[config.mk]
export PLATFORM = sky130hd
export DESIGN_NAME = rce_cell
export DESIGN_NICKNAME = d
export VERILOG_FILES = /design/src/sv/rce_pkg.sv /design/src/sv/rce_cell.sv
export SDC_FILE = /design/constraint.sdc
export NUM_CORES = 1
export LEC_CHECK = 0
export BUFFER_PORTS_ARGS = -buffer_cell sky130_fd_sc_hd__buf_2
export CORE_MARGIN = 4
export CORE_UTILIZATION = 30
export DETAILED_ROUTE_END_ITERATION = 7
export GPL_TIMING_DRIVEN = 1
export SYNTH_ARGS = -nofsm -noshare
export SYNTH_HDL_FRONTEND = slang
export SYNTH_SLANG_ARGS = --single-unit
[constraint.sdc]
create_clock -name clk -period 0.8 [get_ports clk]
set_input_delay 0.12 -clock clk [delete_from_list [all_inputs] [get_ports clk]]
set_output_delay 0.12 -clock clk [all_outputs]
set_load 0.01 [all_outputs]
[src/sv/rce_pkg.sv]
// Package: constants and types for the RGB 3x3 convolution block.
`default_nettype none
package rce_pkg;
  localparam int MaxWidth  = 2048;
  localparam int CoefBits  = 16;
  localparam int FracBits  = CoefBits - 4;
  localparam int ColW      = $clog2(MaxWidth);
  localparam int RowW      = 16;
  localparam logic [15:0] RowCap = 16'hFFFF;

  typedef logic [23:0] pix_t;
  typedef logic signed [CoefBits-1:0] coef_t;

  // Window column handed from cell to cell: top, middle, bottom pixel.
  typedef struct packed {
    pix_t top;
    pix_t mid;
    pix_t bot;
  } wcol_t;

  // Per-item control handed down the pipeline.
  typedef struct packed {
    logic emit;
    logic last;
    logic pass;
    logic c0_edge;
    logic c2_edge;
    logic r0_edge;
    logic r2_edge;
  } ctl_t;

  localparam int SumW = 8 + CoefBits + 4;
  typedef logic signed [SumW-1:0] sum_t;

  function automatic coef_t coef_field(input logic [47:0] reg_v, input int k);
    logic [CoefBits-1:0] f;
    f = reg_v[k*CoefBits +: CoefBits];
    return coef_t'(f);
  endfunction

  function automatic logic [7:0] clamp_sum(input sum_t s);
    sum_t v;
    v = s >>> FracBits;
    if (s < 0) return 8'd0;
    if (v > sum_t'(255)) return 8'd255;
    return v[7:0];
  endfunction
endpackage
`default_nettype wire

[src/sv/rce_cell.sv]
// One window cell: holds a column of the 3x3 window and hands it on.
`default_nettype none
module rce_cell (
  input  wire logic           clk,
  input  wire logic           en,
  input  wire rce_pkg::wcol_t col_in,
  output rce_pkg::wcol_t      col_out
);
  import rce_pkg::*;
  wcol_t col_r;
  always_ff @(posedge clk) begin
    if (en) begin
      col_r <= col_in;
    end
  end
  assign col_out = col_r;
endmodule
`default_nettype wire

==> reports/qor.yml <==
outcome: "finished, violations left"
violations: "negative setup slack"
synth-adder-area-share_pct: 0
root_buffer: "clkbuf_8"
clk_pin_slew_worst_paths_ps: 70
postSynthCellCount: 72
routed_wl_um: 5980
grt_setup_unrepaired: "yes"
drc_errors: 0
hp-class: "in -> reg"
synth_ff_type: "edfxtp_1"
ys_types: 1
max_stage_delay_ps: 410
power_switching_w: 0.00176
clk_path_buf_depth: 2
p_int_w: 0.00645
finalHoldViolations: 0
start_util_pct: 31.3
final_nets: 376
die_h_um: 92.9
rows: 30
whs_ps: 286
htreeDepth: 3
synth_nets: 146
dp_cells: 315
synthMuxAreaShare_pct: 0
end_kind: "output port"
total_power_w: 0.00821
io_pins: 146
async_flop_share_pct: 0
startpoint_type: "register"
synth_top_cell_by_area: "edfxtp_1"
synth_edf_count: 72
synth_top_area_share_pct: 100
synth_simple_gate_area_share_pct: 0
worst_slew_pin_slew_ps: 204
yosysWarningCount: 0
setup_ws_ps: -208
avgViaCountPerCell: 4.00
synth_area_leaders: "edfxtp_1 100%"
syn_area_um2: 2160
synth.avg_cell_area_um2: 30.0
grt_max_degree: 38
grt_pass1_wl_um: 9120
cp_max_fo: 1
grt_pass1_vias: 1803
p_per_area_nw_per_um2: 2080
wl_per_cell_um: 14.9
fin_cells: 402
synth_commonest_cells: "72 x edfxtp_1"
drtIter0Drc: 67
setup_viol: 72
grt-ovfl-total: 0
fillers: 599
slowest_stage: "edfxtp_1"
utilization_pct: 57.2
gp_congestion: 0.673
synthXorXnorAreaFrac_pct: 0
crit_arrival_ps: 890
drt_first_pass_iters: 4
postRouteAntennaNets: 0
pre_cts_ws_ps: -18.1
io_buffers: 145
clock_sinks: 72
slew_violations: 0
worstPathCellList: "buf_6"
fmax_ghz: 0.992
leakage_nw: 1.68
die_area_um2: 8630
multiInputGateArea_um2: 0
cp_top_family: "flip-flops"
cts_tree: "done"
dr_total_vias: 1606
antenna_found_initial: 0
multi_input_gates: 0
p_sw_share_pct: 21.4
synth_most_common_cell: "edfxtp_1"
cts_buffers: 9
synth_compound_area_share_pct: 0
combinationalPowerShare_pct: 12.3
min_period_over_period_pct: 126
ys_seq_area_share_pct: 100
ys_seq_elements: 72
largest_register_ffs: 72
core_area_um2: 6910
clkPwrFrac_pct: 32.3
p_seq_share_pct: 55.4
path_class: "reg -> out"
cap_viol_max_count: 0
postCtsSetupBuffers: 0
fin_crit_ps: 1010
die_x_um: 92.9
grt_use_total_pct: 14.4
vdd_drop_max_mv: 1.14
antenna_cells: 0
area_growth_pct: 82.8
cp.required_ps: 680
drive_gt1_share_pct: 52.0
relSlewSlack_pct: 86.4
path_buf_inv: 1
## metrics by stage
stage,cell area [um^2],setup TNS (ps)
final,3950,-11380
after global routing,3950,-14900
after CTS,3950,-13040
after detailed placement,3050,-829
after global placement,3050,-379
after floorplan,2160,0
## logic make-up (layout without fill, tap and decap cells)
| logic type | count (synthesis) | count (layout) |
|---|---|---|
| buf+inv | 0 | 234 |
| flops | 72 | 72 |
## layout make-up
| type | instances | area (um^2) | area share (%) |
|---|---|---|---|
| sequential | 72 | 2160 | 54.7 |
| tap | 96 | 120 | 3.04 |
| clock inverter | 4 | 46.3 | 1.17 |
| clock buffer | 11 | 131 | 3.32 |
| timing repair buffer | 219 | 1490 | 37.8 |
## power groups by stage
stage	combinational [W]	sequential, W	clock (W)
after floorplan	0	0.00481	0
after detailed placement	0.000731	0.00462	0
after global placement	0.000718	0.00462	0
after CTS	0.00100	0.00454	0.00276
final	0.00101	0.00455	0.00265
after global routing	0.00109	0.00458	0.00294
## cells in the final DEF (no fill, tap or decap)
cell type | Yosys | routed
clkinv_1 | 0 | 1
clkinvlp_4 | 0 | 1
edfxtp_1 | 72 | 72
clkinv_2 | 0 | 1
buf_2 | 0 | 144
bufinv_16 | 0 | 1
buf_6 | 0 | 1
clkbuf_1 | 0 | 2
clkbuf_8 | 0 | 9
buf_12 | 0 | 2
dlygate4sd3_1 | 0 | 72
## final timing paths
| check | from | to | slack [ps] | cells after the start |
|---|---|---|---|---|
| max | col_out[65]$_DFFE_PP_ | col_out[65] | -210 | 1 |
| min | en | col_out[23]$_DFFE_PP_ | 290 | 2 |
## layer usage
layer	GRT usage (%)	up-vias	share of wire, %
met1	15.5	766	37
met4	7.20	0	1.5
li1	-	751	-
met5	0	-	0
met3	5.28	9	8.6
met2	24.8	80	53
## repair_timing
action	CTS	global route
resized for setup	0	1
setup endpoints to repair	72	72
endpoints found under the hold margin	72	0
hold buffers	72	0
No activity file was read; power rests on OpenSTA's default activity.
