===== config.mk =====
export PLATFORM = sky130hd
export DESIGN_NAME = rce_mac
export DESIGN_NICKNAME = d
export VERILOG_FILES = /design/src/sv/rce_pkg.sv /design/src/sv/rce_mac.sv
export SDC_FILE = /design/constraint.sdc
export NUM_CORES = 2
export LEC_CHECK = 0
export CORE_AREA = 2 2 363 365
export CTS_CLUSTER_SIZE = 30
export DETAILED_ROUTE_END_ITERATION = 8
export DIE_AREA = 0 0 365 367
export DONT_BUFFER_PORTS = 1
export PLACE_DENSITY_LB_ADDON = 0.25
export SLEW_MARGIN = 20
export SYNTH_ARGS = -nofsm -noshare
export SYNTH_HDL_FRONTEND = slang
export SYNTH_SLANG_ARGS = --single-unit

===== constraint.sdc =====
create_clock -name clk -period 7 [get_ports clk]
set_input_delay 0.7 -clock clk [delete_from_list [all_inputs] [get_ports clk]]
set_output_delay 0.7 -clock clk [all_outputs]
set_load 0.05 [all_outputs]

===== src/sv/rce_pkg.sv =====
// Package: constants and types for the RGB 3x3 convolution block.
`default_nettype none
package rce_pkg;
  localparam int MaxWidth  = 2048;
  localparam int CoefBits  = 16;
  localparam int FracBits  = CoefBits - 4;
  localparam int ColW      = $clog2(MaxWidth);
  localparam int RowW      = 16;
  localparam logic [15:0] RowCap = 16'hFFFF;

  typedef logic [23:0] pix_t;
  typedef logic signed [CoefBits-1:0] coef_t;

  // Window column handed from cell to cell: top, middle, bottom pixel.
  typedef struct packed {
    pix_t top;
    pix_t mid;
    pix_t bot;
  } wcol_t;

  // Per-item control handed down the pipeline.
  typedef struct packed {
    logic emit;
    logic last;
    logic pass;
    logic c0_edge;
    logic c2_edge;
    logic r0_edge;
    logic r2_edge;
  } ctl_t;

  localparam int SumW = 8 + CoefBits + 4;
  typedef logic signed [SumW-1:0] sum_t;

  function automatic coef_t coef_field(input logic [47:0] reg_v, input int k);
    logic [CoefBits-1:0] f;
    f = reg_v[k*CoefBits +: CoefBits];
    return coef_t'(f);
  endfunction

  function automatic logic [7:0] clamp_sum(input sum_t s);
    sum_t v;
    v = s >>> FracBits;
    if (s < 0) return 8'd0;
    if (v > sum_t'(255)) return 8'd255;
    return v[7:0];
  endfunction
endpackage
`default_nettype wire


===== src/sv/rce_mac.sv =====
// One channel of the 3x3 weighted sum, one register stage, with clamp.
`default_nettype none
module rce_mac (
  input  wire logic                  clk,
  input  wire logic                  en,
  input  wire logic [8:0][7:0]       px,
  input  wire rce_pkg::coef_t [8:0]  cf,
  input  wire logic                  pass,
  output logic [7:0]                 res
);
  import rce_pkg::*;
  sum_t [8:0] prod_r;
  logic       pass_r;
  logic [7:0] mid_r;
  sum_t       acc;
  always_ff @(posedge clk) begin
    if (en) begin
      for (int i = 0; i < 9; i++) begin
        prod_r[i] <= sum_t'($signed({1'b0, px[i]}) * cf[i]);
      end
      pass_r <= pass;
      mid_r  <= px[4];
    end
  end
  always_comb begin
    acc = '0;
    for (int i = 0; i < 9; i++) acc = acc + prod_r[i];
  end
  assign res = pass_r ? mid_r : clamp_sum(acc);
endmodule
`default_nettype wire


==> metrics.csv <==
stage,metric,value,unit
drt,DR iter-0 viols,1765,
drt,WL met3,6.355,mm
drt,M1 wire length,57.74,mm
drt,final wirelength,130.0,mm
setup_path,Crit Path Category,reg -> out,
floorplanning,Die ar.,134000,µm²
sta,crit path time final,6.724,ns
logic_synthesis,Adder-Cell Fraction of Synth Area,0.5252,
setup_path,CP dominant cell by count,fa_1,
logic_synthesis,largest family of logic cells by synthesized area,adder cells,
logic_synthesis,"EDFF count, synth",234,
setup_path,CP Data Required Time,6.30,ns
placed_design,PortBufs,0,
setup_path,"Cell Chain, Critical Path",fa_1 > fa_1 > fa_1 > inv_1 > fa_1 > inv_1 > ha_1 > a21o_1 > a221oi_2 > o21ai_1 > nor2_2 > o221ai_2 > mux2i_1 > or4b_4 > nor4b_4 > buf_6 > a221oi_2 > buf_4,
grt,first-pass GRT wire length,211.6,mm
logic_synthesis,Simple-Gate Fraction of Synth Area,0.1460,
setup_path,critical path endpoint,res[1],
drt,First-pass DRT Iterations,5,
logic_synthesis,dominant cell type by area after synthesis,fa_1,
setup_path,critical path depth,18,
floorplanning,Ports,227,
logic_synthesis,Netlist cell types,59,
finish,Layout area overhead,5.398,%
grt,final global-route overflow total,0,
logic_synthesis,dominant cells by area after synthesis,"fa_1 (41%), edfxtp_1 (13%), ha_1 (11%)",
sta,Final Max Tran Viols,0,
setup_path,WP buf/inv,4,
logic_synthesis,Synth Net Count,7245,
drt,met2 wire length,64.13,mm
sta,fin crit share,0.9606,
clock_tree,# H-tree levels,1,
drt,top layer used by detailed routing,met5,
logic_synthesis,predominant post-synthesis flop cell,edfxtp_1,
clock_tree,CTS tree,done,
sta,final hold viol count,0,
setup_path,Setup crit start,prod_r[181]$_DFFE_PP_,
setup_path,"Slowest-stage cell, CP",fa_1,
logic_synthesis,synth warn,0,
placed_design,RePlAce Congestion,0.8594,
clock_tree,CTS max path bufs,3,
sta,# setup viols final,0,
floorplanning,starting density of the core,0.4064,
setup_path,arrival time worst endpoint,6.02,ns
clock_tree,clk root buf,clkbuf_16,
drt,DR vias/cell,4.847,
grt,initial antenna violation count,16,
floorplanning,Die W,365,µm
drt,Via Count,34873,
logic_synthesis,Compound-Gate Fraction of Synth Area,0.05244,
sta,f_max,148.7,MHz
setup_path,worst stage delay on the critical path,0.57,ns
logic_synthesis,Synth Instances,5457,
min_path,Worst Hold Class,in -> reg,
setup_path,Crit. End Element,primary output,
logic_synthesis,most numerous cell in the Yosys netlist,inv_1,
logic_synthesis,register bit total from synthesis,234,
sta,unrepaired setup endpoints after global routing,no,
floorplanning,total core area,130500,µm²
logic_synthesis,top post-synthesis cells by count,"inv_1 (1471), fa_1 (1094), and2_1 (722)",
finish,share of cells above drive strength 1,0.01435,
clock_tree,total CTS buffers,26,
floorplanning,row cnt,133,
setup_path,CP Max Fanout,8,
min_path,hold-critical path depth,0,
finish,Nets,7209,
job,Max-Cap Viols,0,
clock_tree,hold_buf cts,0,
logic_synthesis,mapped cell area,53010,µm²
drt,WL/cell,18.07,µm
clock_tree,CTS sink count,234,
logic_synthesis,share of the synthesized area in the top cell type,0.4131,
logic_synthesis,XOR/XNOR share of the synthesized area,0.03387,
sta,setup TNS,0,ns
grt,vias in the first global route,37763,
clock_tree,Worst-path clk slew,0.06,ns
placed_design,hpwl dp,112.4,mm
logic_synthesis,ys async rst share,0,
setup_path,Startpoint Class,flip-flop,
grt,largest net degree at the start of global routing,235,
drt,total DRC errors in the routed layout,0,
grt,gr usage total,0.2026,
floorplanning,die height,367,µm
logic_synthesis,synthesized area per cell,9.715,µm²
logic_synthesis,"Seq/Total Area, Yosys",0.1325,
logic_synthesis,mux contribution to synthesized area,0.0005664,
sta,relative slew slack,0.2838,
setup_path,"CP delay by family, top",adder cells,
sta,measured slew at the worst slew-check pin,1.061,ns
drt,post-route ant nets,0,
status,status,"complete, no violations",
-- layout make-up --
class,count,area (µm²)
clock buffer,32,673.1
sequential,234,7027
clock inverter,12,110.1
tap,1755,2196
fill,12869,74590
timing repair buffer,9,71.32
antenna,3,7.507
multi-input combinational,3679,40270
inverter,1471,5522
-- cells in the final DEF (no fill, tap or decap), types with 43 or more instances in the layout --
cell type     n
inv_1      1471
fa_1       1094
and2_1      722
nand2_1     486
ha_1        475
edfxtp_1    234
xnor2_1     167
a21oi_1     134
nor2_1      107
o21ai_0      59
a21o_1       46
o21a_1       43
-- through the flow --
step | instances | hold WS (ns) | setup WS [ns] | utilization | instance area [µm²]
3_5_place_dp | 7148 | 0.8013 | 0.4868 | 0.4220 | 55050
5_1_grt | 7193 | 0.1987 | 0.01411 | 0.4282 | 55870
2_1_floorplan | 5457 | 0.7989 | 0.6959 | - | 53010
4_1_cts | 7192 | 0.2033 | 0.01218 | 0.4280 | 55840
6_report | 7195 | 0.2199 | 0.2756 | 0.4283 | 55880
3_3_place_gp | 7148 | 0.8010 | 0.5289 | 0.4220 | 55050
-- worst min-delay path by stage --
stage,from,end,slack (ns)
detailed placement,pass,pass_r$_DFFE_PP_,0.80
global route,px[33],mid_r[1]$_DFFE_PP_,0.20
CTS,px[37],mid_r[5]$_DFFE_PP_,0.20
floorplan,px[32],mid_r[0]$_DFFE_PP_,0.80
global placement,pass,pass_r$_DFFE_PP_,0.80
finish,px[33],mid_r[1]$_DFFE_PP_,0.22
-- routing by layer --
| metal | vias to the layer above | global-route usage |
|---|---|---|
| met5 | - | 0 |
| met4 | 4 | 0.02667 |
| met3 | 97 | 0.02602 |
| met2 | 657 | 0.3500 |
| met1 | 17865 | 0.2781 |
| li1 | 16250 | - |
-- cells by family (layout without fill, tap and decap cells) --
family	count (synthesis)	count (layout)
AOI/OAI and AO/OA	422	422
xor gates and xnor gates	205	205
adders and majority gates	1569	1569
buffers and inverters	1544	1524
DFF	234	234
muxes	3	3
other	0	3
and+or+nand+nor	1480	1480
-- state kept, by name, indices dropped and copies added, names as in the netlist --
name / flops
mid_r: 8
pass_r: 1
prod_r: 225
-- what timing repair did --
item | CTS | global route
gates resized for setup | 2 | 5
setup buffers | 0 | 0
endpoints found under the setup margin | 8 | 8
Power is not shown: default switching activity piles up to over one toggle a cycle in this logic, so the estimate is an artifact.
